===== config.mk =====
export PLATFORM = sky130hd
export DESIGN_NAME = c2d_window
export DESIGN_NICKNAME = d
export VERILOG_FILES = /design/src/hw/rtl/c2d_pkg.sv /design/src/hw/rtl/c2d_window.sv
export SDC_FILE = /design/constraint.sdc
export NUM_CORES = 2
export LEC_CHECK = 0
export ABC_AREA = 1
export BUFFER_PORTS_ARGS = -buffer_cell sky130_fd_sc_hd__buf_2
export CAP_MARGIN = 20
export CORE_MARGIN = 8
export CORE_UTILIZATION = 60
export DETAILED_ROUTE_END_ITERATION = 16
export GPL_TIMING_DRIVEN = 1
export MAX_ROUTING_LAYER = met4
export PLACE_DENSITY = 0.88
export SYNTH_ARGS = -nofsm -noshare
export SYNTH_HDL_FRONTEND = slang
export SYNTH_SLANG_ARGS = --single-unit

===== constraint.sdc =====
create_clock -name clk -period 11.9 [get_ports clk]
set_input_delay 1.19 -clock clk [delete_from_list [all_inputs] [get_ports clk]]
set_output_delay 1.19 -clock clk [all_outputs]
set_load 0.03 [all_outputs]

===== src/hw/rtl/c2d_pkg.sv =====
// Shared types, constants and helper functions of the strided 2-D convolution block.
package c2d_pkg;

  localparam int KMAX        = 3;
  localparam int BURST_LIMIT = 4;
  localparam int SUM_BITS    = 24;
  localparam int IDX_BITS    = 10;
  localparam int POS_BITS    = 11;
  localparam int CFG_DATA_BITS  = 60;
  localparam int CFG_INDEX_BITS = 3;
  localparam int HEIGHT_LIMIT   = 1024;
  localparam int BANK_A_BITS    = 60;
  localparam int BANK_B_BITS    = 48;
  localparam int BANK_EXT_BITS  = 80;
  localparam int TAPS           = KMAX * KMAX;

  typedef enum logic [CFG_INDEX_BITS-1:0] {
    REG_IMAGE_WIDTH,
    REG_IMAGE_HEIGHT,
    REG_KERNEL_ROWS,
    REG_KERNEL_COLS,
    REG_STRIDE,
    REG_PAD_ENABLE,
    REG_COEFF_BANK_A,
    REG_COEFF_BANK_B
  } cfg_reg_t;

  // Effective geometry: zero sizes already mapped to one, width and height clipped.
  typedef struct packed {
    logic [POS_BITS-1:0] width;
    logic [POS_BITS-1:0] height;
    logic [1:0]          krows;
    logic [1:0]          kcols;
    logic [1:0]          stride;
    logic                pad;
  } geom_t;

  typedef struct packed {
    logic [POS_BITS-1:0] row;
    logic [POS_BITS-1:0] col;
  } pos_t;

  // Up to three window origins along one axis fall due at one pixel.
  typedef struct packed {
    logic [KMAX-1:0]                valid;
    logic [KMAX-1:0][POS_BITS-1:0]  org;
  } due_t;

  typedef struct packed {
    logic [POS_BITS-1:0] org_row;
    logic [POS_BITS-1:0] org_col;
    logic                last;
  } win_meta_t;

  typedef struct packed {
    logic [POS_BITS-1:0] q;
    logic                exact;
  } quot_t;

  // Divide by a stride of 1..3; divide by 3 via reciprocal 683/2048 (exact for every 11-bit input).
  function automatic quot_t div_stride(logic [POS_BITS-1:0] num, logic [1:0] s);
    quot_t               res;
    logic [20:0]         prod;
    logic [POS_BITS-1:0] back;
    prod = 21'(num) * 21'd683;
    back = '0;
    unique case (s)
      2'd2: begin
        res.q     = num >> 1;
        res.exact = ~num[0];
      end
      2'd3: begin
        res.q     = {1'b0, prod[20:11]};
        back      = POS_BITS'(res.q * 2'd3);
        res.exact = (back == num);
      end
      default: begin
        res.q     = num;
        res.exact = 1'b1;
      end
    endcase
    return res;
  endfunction

  // Window origins along one axis whose last needed real pixel is index x.
  // Candidate i ends at padded index x + pad - 1 + i.
  function automatic due_t axis_due(logic [POS_BITS-1:0] x, logic [POS_BITS-1:0] n,
                                    logic pad, logic [1:0] k, logic [1:0] s);
    due_t        res;
    logic [11:0] bp;
    logic [11:0] lim;
    logic        end_ok;
    quot_t       qt;
    lim = 12'(n) + (pad ? 12'd2 : 12'd0);
    for (int i = 0; i < KMAX; i++) begin
      bp = 12'(x) + 12'(pad) + 12'(i);
      if (i == 0) begin
        end_ok = (x == '0);
      end else if (i == 1) begin
        end_ok = 1'b1;
      end else begin
        end_ok = (x == n - 1'b1);
      end
      qt = div_stride(POS_BITS'(bp - 12'(k)), s);
      res.valid[i] = end_ok && (bp >= 12'(k)) && (bp <= lim) && qt.exact;
      res.org[i]   = qt.q;
    end
    return res;
  endfunction

endpackage


===== src/hw/rtl/c2d_window.sv =====
// 3x3 window register and the burst sequencer that issues due windows one per cycle while out_ready holds.
module c2d_window #(
  parameter int PIXEL_BITS = 8
) (
  input  logic                                                   clk,
  input  logic                                                   rst,
  input  c2d_pkg::geom_t                                         geom,
  input  logic                                                   in_valid,
  output logic                                                   in_ready,
  input  c2d_pkg::pos_t                                          in_pos,
  input  logic [c2d_pkg::KMAX-1:0][PIXEL_BITS-1:0]               in_column,
  output logic                                                   out_valid,
  input  logic                                                   out_ready,
  output c2d_pkg::win_meta_t                                     out_meta,
  output logic [c2d_pkg::KMAX-1:0][c2d_pkg::KMAX-1:0][PIXEL_BITS-1:0] out_grid
);
  import c2d_pkg::*;

  logic [KMAX-1:0][PIXEL_BITS-1:0] win [KMAX];
  logic                            v2;
  pos_t                            pos2;
  due_t                            rdue;
  due_t                            cdue;
  logic [TAPS-1:0]                 pending;
  logic [2:0]                      cnt;

  due_t                            rdue_n;
  due_t                            cdue_n;
  logic [TAPS-1:0]                 intake_mask;
  logic [1:0]                      pi;
  logic [1:0]                      pj;
  logic [TAPS-1:0]                 pick_mask;
  logic [TAPS-1:0]                 rest;
  logic                            last_issue;
  logic                            fire;
  logic                            retire;
  logic                            take;
  quot_t                           last_r;
  quot_t                           last_c;

  assign rdue_n = axis_due(in_pos.row, geom.height, geom.pad, geom.krows, geom.stride);
  assign cdue_n = axis_due(in_pos.col, geom.width, geom.pad, geom.kcols, geom.stride);

  always_comb begin
    for (int i = 0; i < KMAX; i++) begin
      for (int j = 0; j < KMAX; j++) begin
        intake_mask[i*KMAX+j] = rdue_n.valid[i] & cdue_n.valid[j];
      end
    end
  end

  // Lowest pending bit first: raster order of (row origin, col origin).
  always_comb begin
    logic found;
    found     = 1'b0;
    pi        = '0;
    pj        = '0;
    pick_mask = '0;
    for (int i = 0; i < KMAX; i++) begin
      for (int j = 0; j < KMAX; j++) begin
        if (!found && pending[i*KMAX+j]) begin
          found                  = 1'b1;
          pi                     = 2'(i);
          pj                     = 2'(j);
          pick_mask[i*KMAX+j]    = 1'b1;
        end
      end
    end
  end

  assign rest       = pending & ~pick_mask;
  assign last_issue = (rest == '0) || (cnt == 3'(BURST_LIMIT - 1));
  assign out_valid  = v2 && (pending != '0);
  assign fire       = out_valid && out_ready;
  assign retire     = v2 && ((pending == '0) || (fire && last_issue));
  assign in_ready   = !v2 || retire;
  assign take       = in_valid && in_ready;

  always_ff @(posedge clk) begin
    if (rst) begin
      v2      <= 1'b0;
      pending <= '0;
      cnt     <= '0;
    end else if (take) begin
      v2      <= 1'b1;
      pending <= intake_mask;
      cnt     <= '0;
    end else if (retire) begin
      v2      <= 1'b0;
      pending <= '0;
    end else if (fire) begin
      pending <= rest;
      cnt     <= cnt + 1'b1;
    end
  end

  always_ff @(posedge clk) begin
    if (take) begin
      win[2] <= win[1];
      win[1] <= win[0];
      win[0] <= in_column;
      pos2   <= in_pos;
      rdue   <= rdue_n;
      cdue   <= cdue_n;
    end
  end

  assign last_r = div_stride(POS_BITS'(12'(geom.height) + (geom.pad ? 12'd2 : 12'd0)
                                      - 12'(geom.krows)), geom.stride);
  assign last_c = div_stride(POS_BITS'(12'(geom.width) + (geom.pad ? 12'd2 : 12'd0)
                                      - 12'(geom.kcols)), geom.stride);

  always_comb begin
    out_meta.org_row = rdue.org[pi];
    out_meta.org_col = cdue.org[pj];
    out_meta.last    = (rdue.org[pi] == last_r.q) && (cdue.org[pj] == last_c.q);
  end

  // Tap (a,b) sits e rows above and d columns left of the newest pixel;
  // both carry an offset of 4 so they stay unsigned.
  always_comb begin
    logic [3:0] eo;
    logic [3:0] dof;
    logic       ok;
    for (int a = 0; a < KMAX; a++) begin
      for (int b = 0; b < KMAX; b++) begin
        eo  = 4'(geom.krows) + 4'd4 - 4'(pi) - 4'(a);
        dof = 4'(geom.kcols) + 4'd4 - 4'(pj) - 4'(b);
        ok  = (2'(a) < geom.krows) && (2'(b) < geom.kcols)
              && (eo >= 4'd4) && (eo <= 4'd6) && (dof >= 4'd4) && (dof <= 4'd6)
              && (pos2.row >= POS_BITS'(eo - 4'd4))
              && (pos2.col >= POS_BITS'(dof - 4'd4));
        out_grid[a][b] = ok ? win[2'(dof - 4'd4)][2'(eo - 4'd4)] : '0;
      end
    end
  end

`ifndef SYNTH
  a_burst_cap: assert property (@(posedge clk) disable iff (rst)
    cnt <= 3'(BURST_LIMIT))
    else $error("burst counter past limit");

  a_burst_hold: assert property (@(posedge clk) disable iff (rst)
    fire && !last_issue |=> v2 && (pending != '0))
    else $error("pixel left window stage before its burst ended");

  a_intake_issue: assert property (@(posedge clk) disable iff (rst)
    take && (intake_mask != '0) |=> out_valid)
    else $error("due windows not offered after intake");
`endif

endmodule


==> flow_metrics.env <==
export IMPL_yosysSeqAreaShare_pct=13.1
export IMPL_yosys_warnings=0
export IMPL_rsz0062_at_grt="false"
export IMPL_startpoint="geom[0]"
export IMPL_io_pins=176
export IMPL_synth_most_common_cell="nand2_1"
export IMPL_n_fill_cell=5549
export IMPL_post_dp_hpwl_mm=97.6
export IMPL_cap_violations=0
export IMPL_cts_buffers=17
export IMPL_r2r_cells=14
export IMPL_netlist_area_sq_um=38800
export IMPL_cts_root_buf="clkbuf_16"
export IMPL_met3_length_mm=12.6
export IMPL_grt_max_degree=104
export IMPL_fin_crit_ns=10.39
export IMPL_grt_pass1_wl_mm=190
export IMPL_synth_top_cell_by_area="ha_1"
export IMPL_timing_critical_path_to="pending[4]$_SDFFE_PP0P_"
export IMPL_layout_cells_non_filler=6289
export IMPL_wirelength_mm=119
export IMPL_crit_path_start_kind="input pin"
export IMPL_cts_hold_buf=0
export IMPL_crit_top_cell="nand2_1"
export IMPL_post_cts_resized=0
export IMPL_wl_per_cell_microns=19.0
export IMPL_r2r_slack_ns=7.48
export IMPL_crit_path_top_delay_cell="fa_1"
export IMPL_die_h_microns=270
export IMPL_yosys_register_bits=173
export IMPL_nets=6465
export IMPL_hold_viol_final=0
export IMPL_drt_iter0_markers=4464
export IMPL_synth_edff_count=160
export IMPL_tritoncts="done"
export IMPL_drive_gt1_share_pct=8.40
export IMPL_ant_nets=0
export IMPL_drtPass1Iterations=8
export IMPL_hp_class="reg -> reg"
export IMPL_cts_buffer_depth=2
export IMPL_clkSlewWorstSetupHoldPaths_ns=0.08
export IMPL_portBuffers=175
export IMPL_syn_inst=5295
export IMPL_synthTopCellsByCount="1298 x nand2_1, 764 x inv_1, 745 x ha_1"
export IMPL_timing_final_crit_share_pct=87.3
export IMPL_grt_pass1_vias=36366
export IMPL_core_area_sq_um=64200
export IMPL_status="finished, final reports clean"
export IMPL_async_reset_ff_share_pct=0
export IMPL_worstSetupEndpointType="register"
export IMPL_top_layer_used="met4"
export IMPL_reg2reg_from="pending[0]$_SDFFE_PP0P_"
export IMPL_relSlewSlack_pct=15.5
export IMPL_clock_latency_ns=0.49
export IMPL_post_cts_setup_buffer_count=0
export IMPL_wl_met2_mm=52.9
export IMPL_cp_required_ns=12.33
export IMPL_syn2layout_area_growth_pct=6.11
export IMPL_cp_max_fo=9
export IMPL_vias_per_cell=5.95
export IMPL_place_gp_congestion=1.05
export IMPL_ys_top_cells_by_area="ha_1 24%, nand2_1 13%, edfxtp_1 12%"
export IMPL_final_cell_area_sq_um=41200
export IMPL_rr_endpoint="win[0][5]$_DFFE_PP_"
export IMPL_drc=0
export IMPL_antenna_found_initial=1
export IMPL_critical_path_class="in -> reg"
export IMPL_die_w_microns=270
export IMPL_placementRows=93
export IMPL_tightest_slew_ns=1.24
export IMPL_fin_worst_skew_ns=0.0145
export IMPL_cpPeakStageDelay_ns=0.52
export IMPL_synth_fp_nets=6343
export IMPL_synth_cell_types=65
export IMPL_initial_core_util_pct=60.4
export IMPL_cts_sinks=173
export IMPL_post_dp_cell_area_sq_um=40500
export IMPL_tns_ns=0
export IMPL_gr_total_overflow=0
export IMPL_htree_levels=4
export IMPL_dieArea_sq_um=73000
export IMPL_placed_cells=6253
export IMPL_vias=37397
export IMPL_syn_area_per_cell_sq_um=7.33
export IMPL_wl_met1_mm=48.2
export IMPL_grt_usage_pct=32.8
export IMPL_netlist_area_leader_share_pct=24.0
export IMPL_worstPathArrival_ns=10.82
export IMPL_setup_violations_final=0
export IMPL_fmax_ghz=0.0962
export IMPL_synthFlopType="edfxtp_1"
export IMPL_drv_slew=0
## worst min path at each step
stage               slack [ns]                 from  cells past startpoint             endpoint
finish                    0.47  win[1][5]$_DFFE_PP_                      0  win[2][5]$_DFFE_PP_
global route              0.47  win[1][0]$_DFFE_PP_                      0  win[2][0]$_DFFE_PP_
CTS                       0.46  win[1][0]$_DFFE_PP_                      0  win[2][0]$_DFFE_PP_
detailed placement        0.44  win[1][4]$_DFFE_PP_                      0  win[2][4]$_DFFE_PP_
global placement          0.43  win[1][3]$_DFFE_PP_                      0  win[2][3]$_DFFE_PP_
floorplan                 0.43  win[1][0]$_DFFE_PP_                      0  win[2][0]$_DFFE_PP_
## layout make-up
cell class / count / area (sq um) / share of cell area [%]
repair buffers: 202 / 1080 / 2.62
diodes: 4 / 10.0 / 0.0243
multi-input cells: 4219 / 30300 / 73.6
well taps: 855 / 1070 / 2.60
flip-flops and latches: 173 / 5060 / 12.3
clock buffers: 18 / 429 / 1.04
inverters: 804 / 3030 / 7.35
clock inverters: 14 / 196 / 0.477
## cells in the final DEF, fill, tap and decap left out, types with 22 or more instances in the layout
cell type,count
buf_4,27
nand3_1,280
a21o_1,24
o21bai_1,22
nor2_1,338
xnor2_1,62
a21oi_1,271
nand3b_1,23
xor2_1,127
mux2i_1,26
or2_2,44
o211ai_1,42
fa_1,222
edfxtp_1,160
nand2_1,1298
ha_1,744
nand2_2,56
nor4_1,24
o221ai_1,48
buf_2,175
inv_2,28
o21ai_0,250
nor3_1,40
nor2_2,24
nand4_1,82
inv_1,761
## state kept, by name, summed over array words and instances (netlist names)
register / count
v2: 1
pos2: 22
cnt: 3
cdue: 33
win: 72
rdue: 33
pending: 9
## through the flow
stage	utilization (%)	hold WS, ns	setup WS [ns]
3_5_place_dp	63.1	0.441	1.18
2_1_floorplan	-	0.426	2.63
6_report	64.1	0.465	1.51
4_1_cts	64.1	0.463	1.69
3_3_place_gp	63.1	0.433	1.44
5_1_grt	64.1	0.471	0.712
## kinds of logic after synthesis
family                     Yosys count  share of synthesized area, %
AOI/OAI and AO/OA                  755                          11.4
xor gates and xnor gates           196                          4.58
adders and majority gates          969                          35.6
buffers and inverters              903                          8.90
DFF                                173                          13.1
muxes                               26                         0.671
and+or+nand+nor                   2273                          25.8
## critical path: cells and delay by family
| family | cells | cell delay (ns) |
|---|---|---|
| buffers and inverters | 8 | 0.79 |
| AOI/OAI and AO/OA | 5 | 0.97 |
| and+or+nand+nor | 30 | 3.57 |
| adders and majority gates | 11 | 4.08 |
| xor gates and xnor gates | 1 | 0.20 |
## per-layer routing
metal	GRT usage, %	vias up
met5	-	-
met4	14.1	0
met3	6.59	359
met2	50.9	2012
met1	41.4	17166
li1	-	17860
Power is left out: the tool's default activity adds up to more than one toggle a clock period on the data nets, which glitch-free logic cannot reach.
