## src/hw/rtl/c2d_pkg.sv

```systemverilog
// Shared types, constants and helper functions of the strided 2-D convolution block.
package c2d_pkg;

  localparam int KMAX        = 3;
  localparam int BURST_LIMIT = 4;
  localparam int SUM_BITS    = 24;
  localparam int IDX_BITS    = 10;
  localparam int POS_BITS    = 11;
  localparam int CFG_DATA_BITS  = 60;
  localparam int CFG_INDEX_BITS = 3;
  localparam int HEIGHT_LIMIT   = 1024;
  localparam int BANK_A_BITS    = 60;
  localparam int BANK_B_BITS    = 48;
  localparam int BANK_EXT_BITS  = 80;
  localparam int TAPS           = KMAX * KMAX;

  typedef enum logic [CFG_INDEX_BITS-1:0] {
    REG_IMAGE_WIDTH,
    REG_IMAGE_HEIGHT,
    REG_KERNEL_ROWS,
    REG_KERNEL_COLS,
    REG_STRIDE,
    REG_PAD_ENABLE,
    REG_COEFF_BANK_A,
    REG_COEFF_BANK_B
  } cfg_reg_t;

  // Effective geometry: zero sizes already mapped to one, width and height clipped.
  typedef struct packed {
    logic [POS_BITS-1:0] width;
    logic [POS_BITS-1:0] height;
    logic [1:0]          krows;
    logic [1:0]          kcols;
    logic [1:0]          stride;
    logic                pad;
  } geom_t;

  typedef struct packed {
    logic [POS_BITS-1:0] row;
    logic [POS_BITS-1:0] col;
  } pos_t;

  // Up to three window origins along one axis fall due at one pixel.
  typedef struct packed {
    logic [KMAX-1:0]                valid;
    logic [KMAX-1:0][POS_BITS-1:0]  org;
  } due_t;

  typedef struct packed {
    logic [POS_BITS-1:0] org_row;
    logic [POS_BITS-1:0] org_col;
    logic                last;
  } win_meta_t;

  typedef struct packed {
    logic [POS_BITS-1:0] q;
    logic                exact;
  } quot_t;

  // Divide by a stride of 1..3; divide by 3 via reciprocal 683/2048 (exact for every 11-bit input).
  function automatic quot_t div_stride(logic [POS_BITS-1:0] num, logic [1:0] s);
    quot_t               res;
    logic [20:0]         prod;
    logic [POS_BITS-1:0] back;
    prod = 21'(num) * 21'd683;
    back = '0;
    unique case (s)
      2'd2: begin
        res.q     = num >> 1;
        res.exact = ~num[0];
      end
      2'd3: begin
        res.q     = {1'b0, prod[20:11]};
        back      = POS_BITS'(res.q * 2'd3);
        res.exact = (back == num);
      end
      default: begin
        res.q     = num;
        res.exact = 1'b1;
      end
    endcase
    return res;
  endfunction

  // Window origins along one axis whose last needed real pixel is index x.
  // Candidate i ends at padded index x + pad - 1 + i.
  function automatic due_t axis_due(logic [POS_BITS-1:0] x, logic [POS_BITS-1:0] n,
                                    logic pad, logic [1:0] k, logic [1:0] s);
    due_t        res;
    logic [11:0] bp;
    logic [11:0] lim;
    logic        end_ok;
    quot_t       qt;
    lim = 12'(n) + (pad ? 12'd2 : 12'd0);
    for (int i = 0; i < KMAX; i++) begin
      bp = 12'(x) + 12'(pad) + 12'(i);
      if (i == 0) begin
        end_ok = (x == '0);
      end else if (i == 1) begin
        end_ok = 1'b1;
      end else begin
        end_ok = (x == n - 1'b1);
      end
      qt = div_stride(POS_BITS'(bp - 12'(k)), s);
      res.valid[i] = end_ok && (bp >= 12'(k)) && (bp <= lim) && qt.exact;
      res.org[i]   = qt.q;
    end
    return res;
  endfunction

endpackage

```

## src/hw/rtl/c2d_result_if.sv

```systemverilog
// Result output channel.
interface c2d_result_if;
  logic               valid;
  logic               ready;
  logic signed [23:0] sum_value;
  logic [9:0]         out_row;
  logic [9:0]         out_col;
  logic               frame_last;
  modport source(output valid, output sum_value, output out_row, output out_col,
                 output frame_last, input ready);
  modport sink(input valid, input sum_value, input out_row, input out_col,
               input frame_last, output ready);
endinterface

```

## src/hw/rtl/c2d_mac.sv

```systemverilog
// Coefficient mapping, products, window sum and the result register.
module c2d_mac #(
  parameter int PIXEL_BITS = 8,
  parameter int COEFF_BITS = 12
) (
  input  logic                                                       clk,
  input  logic                                                       rst,
  input  c2d_pkg::geom_t                                             geom,
  input  logic [c2d_pkg::BANK_A_BITS-1:0]                            coeff_bank_a,
  input  logic [c2d_pkg::BANK_B_BITS-1:0]                            coeff_bank_b,
  input  logic                                                       in_valid,
  output logic                                                       in_ready,
  input  c2d_pkg::win_meta_t                                         in_meta,
  input  logic [c2d_pkg::KMAX-1:0][c2d_pkg::KMAX-1:0][PIXEL_BITS-1:0] in_grid,
  c2d_result_if.source                                               res_out
);
  import c2d_pkg::*;

  localparam int PROD_BITS = PIXEL_BITS + 1 + COEFF_BITS;

  logic [BANK_EXT_BITS-1:0]                         ext_a;
  logic [BANK_EXT_BITS-1:0]                         ext_b;
  logic signed [COEFF_BITS-1:0]                     taps [TAPS];
  logic signed [COEFF_BITS-1:0]                     coef [KMAX][KMAX];

  logic                                             v3;
  logic                                             v4;
  logic                                             v5;
  logic                                             r3;
  logic                                             r4;
  logic                                             r5;
  logic [KMAX-1:0][KMAX-1:0][PIXEL_BITS-1:0]        grid3;
  win_meta_t                                        meta3;
  logic signed [SUM_BITS-1:0]                       prod4 [KMAX][KMAX];
  win_meta_t                                        meta4;
  logic signed [SUM_BITS-1:0]                       sum5;
  win_meta_t                                        meta5;
  logic signed [SUM_BITS-1:0]                       acc;

  assign ext_a = BANK_EXT_BITS'(coeff_bank_a);
  assign ext_b = BANK_EXT_BITS'(coeff_bank_b);

  always_comb begin
    for (int t = 0; t < 5; t++) begin
      taps[t] = ext_a[t*COEFF_BITS +: COEFF_BITS];
    end
    for (int t = 0; t < TAPS - 5; t++) begin
      taps[t+5] = ext_b[t*COEFF_BITS +: COEFF_BITS];
    end
  end

  // Taps are row-major over the configured kernel width.
  always_comb begin
    for (int a = 0; a < KMAX; a++) begin
      for (int b = 0; b < KMAX; b++) begin
        coef[a][b] = taps[4'(4'(a) * 4'(geom.kcols) + 4'(b))];
      end
    end
  end

  assign r5       = !v5 || res_out.ready;
  assign r4       = !v4 || r5;
  assign r3       = !v3 || r4;
  assign in_ready = r3;

  always_ff @(posedge clk) begin
    if (rst) begin
      v3 <= 1'b0;
      v4 <= 1'b0;
      v5 <= 1'b0;
    end else begin
      if (r3) v3 <= in_valid;
      if (r4) v4 <= v3;
      if (r5) v5 <= v4;
    end
  end

  always_comb begin
    acc = '0;
    for (int a = 0; a < KMAX; a++) begin
      for (int b = 0; b < KMAX; b++) begin
        acc = acc + prod4[a][b];
      end
    end
  end

  always_ff @(posedge clk) begin
    if (r3 && in_valid) begin
      grid3 <= in_grid;
      meta3 <= in_meta;
    end
    if (r4 && v3) begin
      for (int a = 0; a < KMAX; a++) begin
        for (int b = 0; b < KMAX; b++) begin
          prod4[a][b] <= SUM_BITS'(PROD_BITS'(signed'({1'b0, grid3[a][b]}))
                                   * PROD_BITS'(coef[a][b]));
        end
      end
      meta4 <= meta3;
    end
    if (r5 && v4) begin
      sum5  <= acc;
      meta5 <= meta4;
    end
  end

  assign res_out.valid      = v5;
  assign res_out.sum_value  = sum5;
  assign res_out.out_row    = meta5.org_row[IDX_BITS-1:0];
  assign res_out.out_col    = meta5.org_col[IDX_BITS-1:0];
  assign res_out.frame_last = meta5.last;

endmodule

```

## src/flat_wrapper.sv

```systemverilog
// flat-port wrapper written by rule: the top's interface ports become plain ports
module c2d_mac_flat import c2d_pkg::*;
#(
  parameter int PIXEL_BITS = 8,
  parameter int COEFF_BITS = 12
)
  (clk, rst, geom, coeff_bank_a, coeff_bank_b, in_valid, in_ready, in_meta, in_grid, res_out_valid, res_out_sum_value, res_out_out_row, res_out_out_col, res_out_frame_last, res_out_ready);
  c2d_result_if res_out_i ();
  input  logic clk;
  input  logic rst;
  input  c2d_pkg::geom_t geom;
  input  logic [c2d_pkg::BANK_A_BITS-1:0] coeff_bank_a;
  input  logic [c2d_pkg::BANK_B_BITS-1:0] coeff_bank_b;
  input  logic in_valid;
  output logic in_ready;
  input  c2d_pkg::win_meta_t in_meta;
  input  logic [c2d_pkg::KMAX-1:0][c2d_pkg::KMAX-1:0][PIXEL_BITS-1:0] in_grid;
  output wire logic [$bits(res_out_i.valid)-1:0] res_out_valid;
  output wire logic [$bits(res_out_i.sum_value)-1:0] res_out_sum_value;
  output wire logic [$bits(res_out_i.out_row)-1:0] res_out_out_row;
  output wire logic [$bits(res_out_i.out_col)-1:0] res_out_out_col;
  output wire logic [$bits(res_out_i.frame_last)-1:0] res_out_frame_last;
  input wire logic [$bits(res_out_i.ready)-1:0] res_out_ready;
  assign res_out_valid = res_out_i.valid;
  assign res_out_sum_value = res_out_i.sum_value;
  assign res_out_out_row = res_out_i.out_row;
  assign res_out_out_col = res_out_i.out_col;
  assign res_out_frame_last = res_out_i.frame_last;
  assign res_out_i.ready = res_out_ready;
  c2d_mac #(.PIXEL_BITS(PIXEL_BITS), .COEFF_BITS(COEFF_BITS)) u_core (.clk(clk), .rst(rst), .geom(geom), .coeff_bank_a(coeff_bank_a), .coeff_bank_b(coeff_bank_b), .in_valid(in_valid), .in_ready(in_ready), .in_meta(in_meta), .in_grid(in_grid), .res_out(res_out_i));
endmodule
```

## config.mk

```make
export PLATFORM = sky130hd
export DESIGN_NAME = c2d_mac_flat
export DESIGN_NICKNAME = d
export VERILOG_FILES = /design/src/hw/rtl/c2d_pkg.sv /design/src/hw/rtl/c2d_result_if.sv /design/src/hw/rtl/c2d_mac.sv /design/src/flat_wrapper.sv
export SDC_FILE = /design/constraint.sdc
export NUM_CORES = 2
export LEC_CHECK = 0
export BUFFER_PORTS_ARGS = -buffer_cell sky130_fd_sc_hd__clkbuf_2
export CORE_MARGIN = 2
export CORE_UTILIZATION = 30
export CTS_CLUSTER_SIZE = 30
export DETAILED_ROUTE_END_ITERATION = 6
export SLEW_MARGIN = 20
export SYNTH_ARGS = -nofsm -noshare
export SYNTH_HDL_FRONTEND = slang
export SYNTH_SLANG_ARGS = --single-unit
```

## constraint.sdc

```tcl
create_clock -name clk -period 25.6 [get_ports clk]
set_clock_uncertainty 0.1 [all_clocks]
set_input_delay 6.4 -clock clk [delete_from_list [all_inputs] [get_ports clk]]
set_output_delay 6.4 -clock clk [all_outputs]
set_load 0.03 [all_outputs]
```

==> results.json <==
{
  "outcome": "finished clean",
  "gp_congestion": 0.903,
  "drt_first_pass_iters": 5,
  "clock_latency_ns": 0.67,
  "ys_seq_area_share_pct": 21.1,
  "holdCritStartpoint": "u_core.meta4[15]",
  "whs_ns": 0.318,
  "fp.dieH_um": 411,
  "routed_wl_mm": 138,
  "rsz0062_at_grt": "no",
  "hold_class": "flip-flop to flip-flop",
  "drt_drc_violations_left": 0,
  "crit-reg2reg-launch": "u_core.prod4[0][4]",
  "cts_tree": "done",
  "drv_cap": 0,
  "reg2reg_depth": 15,
  "period_needed_ns": 13.97,
  "crit_required_ns": 19.10,
  "dieArea_um2": 169000,
  "finalCritPeriodShare_pct": 54.6,
  "crit_fanout": 6,
  "tns_ns": 0,
  "synthTopCellsByArea": "fa_1, edfxtp_1, ha_1, inv_1, and2_1",
  "grt_max_degree": 73,
  "rrSetupSlack_ns": 19.79,
  "route.vias.total": 33400,
  "hold_viol_final": 0,
  "root_buffer": "clkbuf_16",
  "vias_per_cell": 4.60,
  "ant_nets": 0,
  "antenna_found_initial": 31,
  "yosys.area.top_type": "fa_1",
  "ff_latch_area_um2": 10500,
  "maxSlewViolCount": 0,
  "synthCells": 4829,
  "crit_arrival_ns": 7.47,
  "syn_to_final_growth_pct": 10.8,
  "cts_htree_levels": 2,
  "setup_ws_ns": 11.63,
  "grt_pass1_wl_mm": 213,
  "cp-end-kind": "primary output",
  "num_rows": 149,
  "numCtsBuffers": 48,
  "synthMuxAreaShare_pct": 4.10,
  "hold_depth": 0,
  "port_buffers": 253,
  "async_reset_ff_share_pct": 0,
  "worstMarginPinSlew_ns": 1.02,
  "grt_pass1_vias": 35200,
  "slew_headroom_pct": 32.1,
  "drt_iter0_drc": 2419,
  "pre_cts_slack_ns": 11.62,
  "synthDistinctLibCells": 72,
  "hpwlAfterDp_mm": 118,
  "wl_per_cell_um": 19.0,
  "criticalPathCategory": "primary input to primary output",
  "post_cts_resized": 0,
  "startpoint_type": "primary input",
  "grt_util_all_layers_pct": 16.7,
  "post_cts_buffers": 0,
  "clk_pin_slew_ns": 0.06,
  "synth_top_area_share_pct": 34.2,
  "multi_input_area_um2": 33800,
  "core_um2": 165000,
  "hold_end": "u_core.res_out.out_row[3]",
  "synth-edff-count": 348,
  "synth_top_family_by_area": "adder cells",
  "yosysWarnings": 0,
  "yosys.area_share.simple_pct": 11.2,
  "setup_viol": 0,
  "holdBufCountCts": 0,
  "synth-compound-area-share_pct": 4.90,
  "layout.nets": 6505,
  "cts.path.max_buffers": 3,
  "num_io_pins": 283,
  "clkSinkCount": 351,
  "syn_area_um2": 49800,
  "ys.flop_type": "edfxtp_1",
  "mappedNetlistNets": 6319,
  "die_w_um": 411,
  "synth_fa_ha_area_share_pct": 44.3,
  "nFillCells": 16700,
  "grt_overflow": 0,
  "ys_seq_elements": 351,
  "drive_above_1_share_pct": 9.14,
  "synth-xor-area-share_pct": 3.22,
  "start_util_pct": 30.2,
  "synth_area_per_cell_um2": 10.3,
  "r2r-end": "u_core.res_out.sum_value[16]",
  "fmax_mhz": 71.6
}
## metrics by stage
step,utilization [%],area [µm²],std cells
6_report,33.5,55200,7252
5_1_grt,33.5,55200,7251
3_5_place_dp,32.4,53400,7154
4_1_cts,33.5,55100,7244
2_1_floorplan,-,49800,4829
3_3_place_gp,32.4,53400,7154
## worst max-delay path by stage
| stage | from | to | slack [ns] | cells past startpoint |
|---|---|---|---|---|
| 6_report | res_out_ready | in_ready | 11.63 | 4 |
| 2_1_floorplan | res_out_ready | u_core.meta4[0] | 2.78 | 2 |
| 5_1_grt | res_out_ready | in_ready | 11.55 | 4 |
| 4_1_cts | res_out_ready | in_ready | 11.62 | 4 |
| 3_3_place_gp | res_out_ready | in_ready | 11.66 | 4 |
| 3_5_place_dp | res_out_ready | in_ready | 11.62 | 4 |
## synthesized netlist by cell type, drive strengths merged (6+ instances only)
cell type and count:
and2 385, or2 7, ha 403, mux4 84, nand4 7, mux2 8, a31oi 16, a21oi 113
o21ai 63, a22o 6, and3 8, xnor2 134, o21a 19, inv 1340, fa 851, nand3 14
a211oi 10, nor2b 91, edfxtp 348, nand2b 32, nand2 435, buf 19, a21o 59, mux2i 6
a21boi 8, a221oi 6, nor3 22, a22oi 8, xor2 49, nor2 83, clkbuf 112, o21bai 21
## kinds of logic (layout without fill, tap and decap cells)
logic type               after synthesis  after routing
buffers and inverters               1471           1697
adder cells (fa/ha/maj)             1254           1254
AND/OR/NAND/NOR                     1102           1102
AO/OA/AOI/OAI                        370            370
flip-flops                           351            351
XOR/XNOR                             183            183
multiplexers                          98             98
other                                  0              8
## placed cells by master (no fill, tap or decap), types with 6 or more instances in the layout
cell type and n:
a31oi_1 15, clkinv_1 7, clkinvlp_4 9, a21o_1 59, or2_2 6, nor3_1 21
nand4_1 7, o21bai_1 21, mux2_2 8, xnor2_1 134, clkbuf_16 48, fa_1 851
ha_1 402, mux4_2 84, o21ai_1 6, a22oi_1 8, nand2_1 435, diode_2 8
a22o_1 6, o21a_1 19, and3_1 8, buf_4 15, and2_1 385, nand3_1 14
a21oi_1 112, bufinv_16 9, a211oi_1 10, xor2_1 49, inv_1 1340, nand2b_1 32
nor2b_1 90, nor2_1 83, o21ai_0 57, clkbuf_2 251, edfxtp_1 348
## critical path, cell delays in order
cell	delay [ns]
clkbuf_2	0.08
nor2b_1	0.59
nand3_1	0.18
clkbuf_2	0.22
## layer usage
layer  vias up  share of wire [%]  GRT usage [%]
li1      15100                  -              -
met5         -              0.063              0
met2      1087                 44           25.8
met3       175                8.9           3.86
met1     17000                 44           23.1
met4        16                3.2           5.24
## layout make-up
type,count,area share [%]
diodes,8,0.0363
multi-input cells,3007,61.2
repair buffers,267,2.49
inverters,1340,9.12
clock buffers,52,2.20
well taps,2189,4.97
clock inverters,38,0.889
flip-flops and latches,351,19.1
## flip-flops by register name, indices dropped and copies added (netlist names)
signal	cells
u_core.res_out.out_col	10
u_core.prod4	189
u_core.res_out.frame_last	1
u_core.res_out.out_row	10
u_core.res_out.sum_value	24
u_core.grid3	72
u_core.v4	1
u_core.meta4	21
u_core.meta3	21
u_core.res_out.valid	1
u_core.v3	1
Power is not shown: default switching activity piles up to over one toggle a cycle in this logic, so the estimate is an artifact.
